## src/sv/hyperbolic_threshold_shrink_unit_defines.svh

```systemverilog
// Assertion macros for the hyperbolic threshold shrink unit.
// Used by the top level only.
`ifndef HYPERBOLIC_THRESHOLD_SHRINK_UNIT_DEFINES_SVH
`define HYPERBOLIC_THRESHOLD_SHRINK_UNIT_DEFINES_SVH
// assert that a condition implies another on the same edge
`define HTS_ASSERT_IMPL(label, clk, rst, cond, prop, msg) \
   label: assert property (@(posedge clk) disable iff (rst) (cond) |-> (prop)) \
      else $error(msg);
// assert that a condition implies another on the next edge
`define HTS_ASSERT_NEXT(label, clk, rst, cond, prop, msg) \
   label: assert property (@(posedge clk) disable iff (rst) (cond) |=> (prop)) \
      else $error(msg);
`endif

```

## src/sv/hts_pkg.sv

```systemverilog
// Types and constants for the hyperbolic threshold shrink unit.
// No dependencies.
package hts_pkg;
   localparam int SampleWidth = 16;
   localparam int RootWidth   = 16;
   localparam int RadWidth    = 32;
   localparam logic [14:0] SatMax = 15'h7fff;
   localparam logic CsrFrameLength    = 1'b0;
   localparam logic CsrThresholdScale = 1'b1;
   typedef logic signed [SampleWidth-1:0] sample_type;
   typedef struct packed {
      logic            start;
      logic [RadWidth-1:0] radicand;
   } sqrt_req_type;
   typedef struct packed {
      logic            done;
      logic [RootWidth-1:0] root;
   } sqrt_rsp_type;
endpackage

```

## src/sv/hts_sqrt.sv

```systemverilog
// Bit-serial integer square root, one result bit per cycle for a 16-bit root.
// Depends on hts_pkg.
module hts_sqrt (
   input  logic                  clock,
   input  logic                  reset,
   input  hts_pkg::sqrt_req_type req,
   output hts_pkg::sqrt_rsp_type rsp
);
   logic [hts_pkg::RadWidth-1:0]  rem_ff, rem_in;
   logic [hts_pkg::RootWidth-1:0] root_ff, root_in;
   logic [4:0]                    cnt_ff, cnt_in;
   logic                          busy_ff, busy_in;
   logic                          done_ff, done_in;
   logic [hts_pkg::RadWidth+1:0]  part;
   logic [hts_pkg::RadWidth+1:0]  trial;
   logic [hts_pkg::RadWidth-1:0]  rad_ff, rad_in;

   always_comb begin
      rem_in  = rem_ff;
      root_in = root_ff;
      cnt_in  = cnt_ff;
      busy_in = busy_ff;
      rad_in  = rad_ff;
      done_in = 1'b0;
      part    = {rem_ff, rad_ff[hts_pkg::RadWidth-1 -: 2]};
      trial   = {{(hts_pkg::RadWidth-hts_pkg::RootWidth){1'b0}}, root_ff, 2'b01};
      if (req.start) begin
         rem_in  = '0;
         root_in = '0;
         rad_in  = req.radicand;
         cnt_in  = 5'd0;
         busy_in = 1'b1;
      end else if (busy_ff) begin
         rad_in = {rad_ff[hts_pkg::RadWidth-3:0], 2'b00};
         if (part >= trial) begin
            rem_in  = hts_pkg::RadWidth'(part - trial);
            root_in = {root_ff[hts_pkg::RootWidth-2:0], 1'b1};
         end else begin
            rem_in  = hts_pkg::RadWidth'(part);
            root_in = {root_ff[hts_pkg::RootWidth-2:0], 1'b0};
         end
         cnt_in = cnt_ff + 5'd1;
         if (cnt_ff == 5'd15) begin
            busy_in = 1'b0;
            done_in = 1'b1;
         end
      end
   end

   always_ff @(posedge clock) begin
      if (reset) begin
         busy_ff <= 1'b0;
         done_ff <= 1'b0;
         cnt_ff  <= '0;
      end else begin
         busy_ff <= busy_in;
         done_ff <= done_in;
         cnt_ff  <= cnt_in;
      end
      rem_ff  <= rem_in;
      root_ff <= root_in;
      rad_ff  <= rad_in;
   end

   assign rsp.done = done_ff;
   assign rsp.root = root_ff;
endmodule

```

## config.mk

```make
export PLATFORM = sky130hd
export DESIGN_NAME = hts_sqrt
export DESIGN_NICKNAME = d
export VERILOG_FILES = /design/src/sv/hyperbolic_threshold_shrink_unit_defines.svh /design/src/sv/hts_pkg.sv /design/src/sv/hts_sqrt.sv
export SDC_FILE = /design/constraint.sdc
export NUM_CORES = 1
export LEC_CHECK = 0
export BUFFER_PORTS_ARGS = -buffer_cell sky130_fd_sc_hd__buf_4
export CAP_MARGIN = 20
export CORE_MARGIN = 8
export CORE_UTILIZATION = 60
export DETAILED_ROUTE_END_ITERATION = 6
export PLACE_DENSITY = 0.82
export RECOVER_POWER = 100
export SYNTH_ARGS = -nofsm -noshare
export SYNTH_HDL_FRONTEND = slang
export SYNTH_SLANG_ARGS = --single-unit
```

## constraint.sdc

```tcl
create_clock -name clock -period 5.9 [get_ports clock]
set_clock_uncertainty 0.2 [all_clocks]
set_input_delay 1.18 -clock clock [delete_from_list [all_inputs] [get_ports clock]]
set_output_delay 1.18 -clock clock [all_outputs]
set_load 0.02 [all_outputs]
```

==> results.toml, run 1 <==
[clocking]
cts_buffers = 9
ctsResizeCount = 0
clk_pin_slew_ps = 90
cts_setup_buffers = 0
h-tree-depth = 3
cts_tree = "yes"
cts_hold_repair.buffers = 0
clock_tree.root_cell = "clkbuf_8"
clockBufferDepth = 2
cts.sinks = 87
worstSkewPairLatency_ps = 350

[route]
first_iter_violations = 290
wl_mm = 10.88
drc = 0
ant_nets = 0
viasPerCell = 6.007
firstDrtPassIters = 4
routedWlPerCell_um = 16.05
dr_total_vias = 4073

[power_and_ir_drop]
p_per_area_nw_per_um2 = 313.6
vdd_drop_max_mv = 0.1873
p_leak_uw = 0.002100
finalPower_uw = 1712

[worst_setup_path]
cp_max_fo = 19
path_class = "register to register"
crit_path_end_kind = "register"
crit_arrival_ps = 4200
required_ps = 5970
cp-start-kind = "register"

[timing]
fin_tns_setup_ps = 0
drv_slew = 0
period_share = 0.7009
finalHoldViolCount = 0
tightestPinTransition_ps = 1431
min_period_ps = 4135
max_freq_mhz = 241.8
rsz0062_at_grt = "no"
slew_headroom = 0.04215
hold_ws_ps = 292.0
setup_viol = 0

[run]
maxCapViolations = 0

[die]
start_util = 0.6157
dieArea_um2 = 11580
dieWidth_um = 107.6
pin_count = 52
coreArea_um2 = 8175
dieHeight_um = 107.6
rows = 33

[finish]
final_nets = 623
multiInputGateArea_um2 = 2633
fill_cells = 673
diodes = 0
syn2layout_area_growth_pct = 8.451
finalNonFillerCells = 678
drive_above_1_share = 0.1658
regArea_um2 = 2063

[synthesis]
synth_edf_count = 32
synth.top_cell.area_share = 0.2187
synthAdderAreaFrac = 0.04971
ys_warn_count = 0
synthMuxAreaShare = 0.09893
synth_cells = 538
synth_seq_cells = 87
synth_async_sr_flop_share = 0
yosysTopAreaCell = "dfxtp_1"
synth-seq-area-share = 0.4096
synth_compound_area_frac = 0.1636
synthTopCellsByCount = "nor2_1, dfxtp_1, nand2_1, edfxtp_1, mux2_2"
yosysMostFrequentCell = "nor2_1"
synth_nets = 593
synth_top_family_by_area = "simple AND/OR/NAND/NOR gates"
synth_flop_cell = "dfxtp_1"
syn_area_um2 = 5034
yosys-top-cells-area = "dfxtp_1, edfxtp_1, mux2_2"
yosys.area_share.simple = 0.1919
avgSynthCellArea_um2 = 9.356
synth-xor-area-share = 0.02784
synth_cell_types = 65

[global_route]
grt_pass1_wl_mm = 18.37
grt_max_degree = 91
grt_usage = 0.1916
grt_overflow = 0
antenna_found_initial = 0
grt_pass1_vias = 3986

[place]
dp_cells = 661
dp_hpwl_mm = 7.445
port_buffers = 51
place_congestion = 0.8831

[worst_hold_path]
hold_class = "register to register"

[status]
status = "completed"
-- final timing paths --
kind / to / start / slack, ps / cells after the start
min: rem_ff[31]$_SDFFE_PP0P_ / rem_ff[31]$_SDFFE_PP0P_ / 290 / 2
min reg2reg: rem_ff[31]$_SDFFE_PP0P_ / rem_ff[31]$_SDFFE_PP0P_ / 290 / 2
max reg2reg: rem_ff[21]$_SDFFE_PP0P_ / rem_ff[16]$_SDFFE_PP0P_ / 1760 / 7
max: rem_ff[21]$_SDFFE_PP0P_ / rem_ff[16]$_SDFFE_PP0P_ / 1760 / 7
-- final cells by class --
type | instances | share of cell area
multi-input combinational | 391 | 0.4822
sequential | 87 | 0.3780
timing repair buffer | 53 | 0.06051
tap | 105 | 0.02407
clock buffer | 9 | 0.02269
inverter | 26 | 0.01788
clock inverter | 7 | 0.01467
-- power breakdown --
part | total, uW | internal [uW] | switching (uW)
combinational | 558 | 238 | 320
sequential | 722 | 681 | 40.5
clock | 432 | 201 | 231
-- state kept, by name (all words and copies together), names as in the netlist --
register  count
rad_ff       32
done_ff       1
busy_ff       1
rem_ff       32
root_ff      16
cnt_ff        5
-- cell families after synthesis --
kind of cell,Yosys count
XOR/XNOR,16
buffers and inverters,60
flip-flops,87
AO/OA/AOI/OAI,116
multiplexers,46
adder cells (fa/ha/maj),20
AND/OR/NAND/NOR,193
-- per-layer routing --
metal	vias to the layer above	global-route usage	wire, um
met4	0	0.07235	131
met5	-	0	0
met1	1933	0.2461	4775
li1	2019	-	-
met2	109	0.3180	5457
met3	12	0.02754	515
-- cell usage in the layout (no fill, tap or decap), drive strengths merged, types with 4 or more instances in the layout --
| cell type | netlist | routed |
|---|---|---|
| xnor2 | 12 | 12 |
| or4 | 6 | 6 |
| nand4 | 5 | 5 |
| buf | 11 | 35 |
| a21o | 10 | 10 |
| a311oi | 20 | 20 |
| mux2 | 30 | 30 |
| ha | 20 | 20 |
| dfxtp | 55 | 55 |
| clkbuf | 20 | 27 |
| o21ai | 25 | 25 |
| nand2b | 5 | 5 |
| nor3 | 9 | 9 |
| and3 | 6 | 6 |
| nand2 | 44 | 44 |
| a31oi | 4 | 4 |
| inv | 26 | 28 |
| a22oi | 4 | 4 |
| edfxtp | 32 | 32 |
| nor2 | 65 | 65 |
| a211oi | 5 | 5 |
| nor4b | 4 | 4 |
| o211ai | 6 | 6 |
| nand3 | 16 | 16 |
| mux2i | 16 | 16 |
| nor4 | 5 | 5 |
| or3 | 14 | 14 |
| o21a | 5 | 5 |
| xor2 | 4 | 4 |
| a21oi | 20 | 20 |
-- metrics by stage --
stage	utilization	setup WS (ps)	cell area (um^2)
floorplan	-	2715	5034
global placement	0.6556	2222	5360
detailed placement	0.6556	2120	5360
CTS	0.6806	2445	5564
global route	0.6677	1468	5459
finish	0.6677	1765	5459
-- worst max-delay path, cell delays in order (launching register included) --
cell      delay, ps
dfxtp_1         390
or4_1           700
or4b_1          580
a211o_1         270
nand2b_1        280
nor2_1         1120
o31ai_1         230
a311oi_1        280
(Power assumes the default switching activity.)
==> inputs of run 2 (changes only) <==
Settings changed: CORE_UTILIZATION 60 to 59, PLACE_DENSITY 0.82 to 0.81.
Clock period 5.9 ns to 3.9 ns, I/O delays scaled along.
==> run 2 against run 1 <==
  * The run now ends with capacitance limit, slew limit left
  * Sequential share of layout area decreased by 0.29 points
  * Non-clock buffer count unchanged
  * Sequential power is 51% higher
  * First-iteration DRC count shrank 0.69%
  * Clock power grew 69%
  * Maximum frequency increased by 16%
  * Die area rose by 1.4%
  * Combinational power grew 54%
  * Critical path type unchanged
  * Highest routed layer unchanged
==> results.toml, run 2 (same netlist as run 1, synthesis figures left out) <==
[status]
status = "finished, violations left"
violations = "capacitance limit, slew limit"

[worst_setup_path]
crit_arrival_ps = 3630
cp_slowest_stage_delay_ps = 710
crit_cells = 7
path_class = "register to register"
cp_num_buf_inv = 0
cp_max_fo = 19
crit_path_end_kind = "register"
crit_slowest_cell = "or4_1"
crit_chain = "or4_1, or4b_4, a211o_1, nand2b_4, nor2_2, o31ai_1, a311oi_1"
r2r_cells = 7
cp-start-kind = "register"
r2r_slack_ps = 330
required_ps = 3950
crit_family = "simple AND/OR/NAND/NOR gates"
reg2reg_to = "rem_ff[21]$_SDFFE_PP0P_"
reg2reg_from = "rem_ff[16]$_SDFFE_PP0P_"

[global_route]
antenna_found_initial = 0
grt_usage = 0.1954
grt_pass1_wl_mm = 18.73
grt_overflow = 0
grt_max_degree = 89
grt_pass1_vias = 3933

[route]
viasPerCell = 6.010
drt-met1-wl_mm = 5.166
ant_nets = 0
wl_met3_um = 476
met2_length_mm = 5.545
first_iter_violations = 288
top_layer = "met4"
firstDrtPassIters = 5
drc = 0
dr_total_vias = 4075
wl_mm = 11.37
routedWlPerCell_um = 16.76

[worst_hold_path]
hp-start = "rem_ff[30]$_SDFFE_PP0P_"
hold_path_depth = 2
holdPathEnd = "rem_ff[30]$_SDFFE_PP0P_"
hold_class = "register to register"

[finish]
layout_commonest_cell = "nor2_1"
biggestRegsByFlops = "rad_ff: 32 flops, rem_ff: 32 flops, root_ff: 16 flops"
syn2layout_area_growth_pct = 9.297
drive_above_1_share = 0.1728
final_nets = 623
diodes = 0
layout_common_cells = "nor2_1, dfxtp_1, nand2_1, buf_4, edfxtp_1"

[power_and_ir_drop]
clockPowerShare = 0.272
power.share.switching = 0.3408
power.switching_uw = 914.1
vdd_drop_max_mv = 0.2367
p_leak_uw = 0.002127
finalPower_uw = 2682
p_int_uw = 1768
combPwrFrac = 0.320
power_frac_seq = 0.408
p_per_area_nw_per_um2 = 487.5

[die]
pin_count = 52
coreArea_um2 = 8258
dieWidth_um = 108.4
dieHeight_um = 108.4
rows = 33
start_util = 0.6095
dieArea_um2 = 11740

[run]
maxCapViolations = 1

[place]
dp_hpwl_mm = 7.904
place_congestion = 0.8818
port_buffers = 51

[clocking]
clk_pin_slew_ps = 100
ctsResizeCount = 0
cts.sinks = 87
clock_tree.root_cell = "clkbuf_8"
h-tree-depth = 3
cts_buffers = 9
cts_setup_buffers = 0
clockBufferDepth = 2
cts_hold_repair.buffers = 0
cts_tree = "yes"
worstSkewPairLatency_ps = 370

[timing]
rsz0062_at_grt = "no"
max_freq_mhz = 279.7
period_share = 0.9167
tightestPinTransition_ps = 1856
fin_tns_setup_ps = 0
finalHoldViolCount = 0
drv_slew = 89
slew_headroom = -0.2375
setup_viol = 0
min_period_ps = 3575
-- run 2: worst max path at each step --
stage | start | endpoint | slack (ps)
floorplan | root_ff[3]$_SDFFE_PP0P_ | rem_ff[31]$_SDFFE_PP0P_ | 720
global placement | root_ff[3]$_SDFFE_PP0P_ | rem_ff[6]$_SDFFE_PP0P_ | 560
detailed placement | root_ff[6]$_SDFFE_PP0P_ | rem_ff[21]$_SDFFE_PP0P_ | 470
CTS | root_ff[6]$_SDFFE_PP0P_ | rem_ff[21]$_SDFFE_PP0P_ | 410
global route | rem_ff[16]$_SDFFE_PP0P_ | rem_ff[21]$_SDFFE_PP0P_ | 110
finish | rem_ff[16]$_SDFFE_PP0P_ | rem_ff[21]$_SDFFE_PP0P_ | 330
-- run 2: cell type report --
class	instances	area [um^2]
Clock inverter	7	103.9
Clock buffer	9	123.9
Multi-Input combinational cell	391	2653
Inverter	26	97.59
Fill cell	713	2756
Timing Repair Buffer	53	329.1
Tap cell	105	131.4
Sequential cell	87	2063
-- run 2: layer usage --
layer  track usage  vias up
li1              -     2018
met1        0.2509     1941
met2        0.3182      104
met3       0.03391       12
met4       0.08016        0
met5             0        -
-- run 2: through the flow --
stage | std cells | instance area, um^2 | setup WS (ps) | utilization | hold WS [ps]
floorplan | 538 | 5034 | 715.2 | - | 256.3
global placement | 662 | 5368 | 564.3 | 0.6500 | 265.2
detailed placement | 662 | 5368 | 471.1 | 0.6500 | 274.6
CTS | 678 | 5595 | 409.7 | 0.6776 | 287.2
global route | 678 | 5502 | 110.0 | 0.6662 | 310.3
finish | 678 | 5502 | 325.0 | 0.6662 | 289.0
-- run 2: power by group through the flow --
stage          registers, uW  clock network (uW)  logic, uW
6_report                1090                 729        859
5_1_grt                 1100                 774        945
4_1_cts                 1090                 741        862
3_5_place_dp            1110                   0        855
3_3_place_gp            1110                   0        845
2_1_floorplan           1090                   0        696
-- run 2: worst min-delay path, stage by stage, from the launching register on --
cell,delay [ps]
dfxtp_1,310
nor2_1,80
a211oi_1,50
==> inputs of run 3 (changes only) <==
Settings changed: ABC_AREA set to 1, CORE_UTILIZATION 59 to 60, PLACE_DENSITY 0.81 to 0.82.
==> run 3 against run 2 <==
  * Highest routed layer unchanged
  * Total power increased by 110%
  * Routed wire length up 23%
  * Via count is 24% higher
  * The flow now finishes without violations
  * Critical path depth increased by 4
  * Cell count up 39%
  * Critical path type unchanged
  * Synthesized cell count is 46% higher
  * Combinational power grew to 4.2 times the previous value
  * Die area is 3.7% higher
  * Register-to-register slack improved by 340 ps
  * Clock power is 7.1% lower
  * Sequential share of layout area shrank 2.5 points
  * Flip-flop and latch count unchanged
==> results.toml, run 3 <==
[clocking]
clk_pin_slew_ps = 100
ctsResizeCount = 0
cts_hold_repair.buffers = 0
clock_tree.root_cell = "clkbuf_8"
h-tree-depth = 3
cts.sinks = 87
cts_setup_buffers = 0
cts_buffers = 9
cts_tree = "yes"
worstSkewPairLatency_ps = 370
clockBufferDepth = 2

[synthesis]
yosys-top-cells-area = "nand2_1, dfxtp_1, edfxtp_1"
synth_flop_cell = "dfxtp_1"
synth_async_sr_flop_share = 0
synth.top_cell.area_share = 0.2093
avgSynthCellArea_um2 = 6.799
synth_nets = 841
ys_warn_count = 0
synthTopCellsByCount = "nand2_1, inv_1, dfxtp_1, nor2_1, nand3_1"
yosysMostFrequentCell = "nand2_1"
synth-seq-area-share = 0.3859
synth_seq_cells = 87
synth_edf_count = 32
syn_area_um2 = 5344
synth_cells = 786
yosysTopAreaCell = "nand2_1"
synth_cell_types = 39

[worst_setup_path]
crit_start = "root_ff[4]$_SDFFE_PP0P_"
crit_end = "rem_ff[9]$_SDFFE_PP0P_"
crit_path_end_kind = "register"
cp-start-kind = "register"
path_class = "register to register"
required_ps = 3960
crit_arrival_ps = 3290
reg2reg_from = "root_ff[4]$_SDFFE_PP0P_"
r2r_cells = 11
reg2reg_to = "rem_ff[9]$_SDFFE_PP0P_"
cp_max_fo = 25
r2r_slack_ps = 670

[route]
ant_nets = 0
first_iter_violations = 334
dr_total_vias = 5067
routedWlPerCell_um = 14.77
viasPerCell = 5.373
firstDrtPassIters = 5
wl_mm = 13.93
drc = 0

[worst_hold_path]
hold_class = "register to register"
hp-start = "rem_ff[31]$_SDFFE_PP0P_"

[timing]
tightestPinTransition_ps = 1383
finalHoldViolCount = 0
setup_viol = 0
slew_headroom = 0.07779
rsz0062_at_grt = "no"
drv_slew = 0
fin_ws_ps = 668.1
period_share = 0.8287
min_period_ps = 3232
fin_tns_setup_ps = 0
max_freq_mhz = 309.4

[place]
dp_hpwl_mm = 10.47
port_buffers = 51
place_ws_ps = 993.8
place_congestion = 0.9667

[global_route]
grt_pass1_wl_mm = 23.65
grt_pass1_vias = 5039
grt_max_degree = 37
antenna_found_initial = 0
grt_overflow = 0
grt_usage = 0.2446

[status]
status = "completed"

[die]
dieWidth_um = 110.4
dieArea_um2 = 12180
start_util = 0.6158
coreArea_um2 = 8678
pin_count = 52
rows = 34
dieHeight_um = 110.4

[finish]
final_nets = 885
layout_commonest_cell = "nand2_1"
drive_above_1_share = 0.1114
biggestRegsByFlops = "rad_ff: 32 flops, rem_ff: 32 flops, root_ff: 16 flops"
layout_common_cells = "nand2_1, inv_1, dfxtp_1, nor2_1, nand3_1"
diodes = 0
syn2layout_area_growth_pct = 10.21
fill_cells = 767

[power_and_ir_drop]
p_per_area_nw_per_um2 = 937.3
p_leak_uw = 0.002976
vdd_drop_max_mv = 0.3496

[run]
maxCapViolations = 0
## run 3: logic make-up (layout without fill, tap and decap cells)
logic type / count (synthesis) / count (layout) / synth area share
simple gates: 439 / 439 / 0.3475
flops: 87 / 87 / 0.3859
compound gates: 90 / 90 / 0.09506
buf+inv: 137 / 186 / 0.1035
fa+ha+maj: 20 / 20 / 0.04683
xor+xnor: 13 / 13 / 0.02131
## run 3: stage by stage
step	total power (uW)	instance area [um^2]	utilization	hold slack (ps)	std cells
floorplan	4074	5344	-	226.8	786
global placement	4760	5787	0.6668	240.7	927
detailed placement	4817	5787	0.6668	244.5	927
CTS	5509	5992	0.6905	261.3	943
global route	6083	5889	0.6786	271.7	943
finish	5520	5889	0.6786	261.2	943
## run 3: cell type report
| cell class | count | area [um^2] | area share |
|---|---|---|---|
| clock buffers | 10 | 127.6 | 0.02167 |
| clock inverters | 6 | 77.57 | 0.01317 |
| inverters | 114 | 427.9 | 0.07266 |
| multi-input cells | 562 | 2709 | 0.4600 |
| flip-flops and latches | 87 | 2062 | 0.3501 |
| well taps | 108 | 135.1 | 0.02294 |
| repair buffers | 56 | 350.3 | 0.05949 |
## run 3: worst max-delay path: stages, from the launching register on
cell	delay, ps
dfxtp_1	350
inv_1	80
ha_1	360
nand2_1	160
inv_1	80
nand3_1	110
nor2_4	50
a21oi_1	420
nand3_2	560
buf_4	420
o21ai_0	240
o22ai_2	90
## run 3: layer usage
layer | part of all wire | GRT usage | vias up | wire length [um]
met5 | 0 | 0 | - | 0
met4 | 0.013 | 0.07992 | 0 | 187
met3 | 0.082 | 0.06221 | 19 | 1139
met2 | 0.47 | 0.4068 | 178 | 6579
met1 | 0.43 | 0.3030 | 2304 | 6022
li1 | - | - | 2566 | -
## run 3: power breakdown
part	switching, uW	leakage (uW)	internal, uW
clock network	368	0.000101	309
registers	145	0.000778	1100
logic	2400	0.00210	1200
total	2910	0.00298	2610
## run 3: how the worst min path moves through the flow
stage / cells after the start / slack (ps) / to
global route: 2 / 270 / rem_ff[31]$_SDFFE_PP0P_
global placement: 2 / 240 / rem_ff[31]$_SDFFE_PP0P_
finish: 2 / 260 / rem_ff[31]$_SDFFE_PP0P_
detailed placement: 2 / 240 / rem_ff[31]$_SDFFE_PP0P_
floorplan: 2 / 230 / rem_ff[31]$_SDFFE_PP0P_
CTS: 2 / 260 / rem_ff[31]$_SDFFE_PP0P_
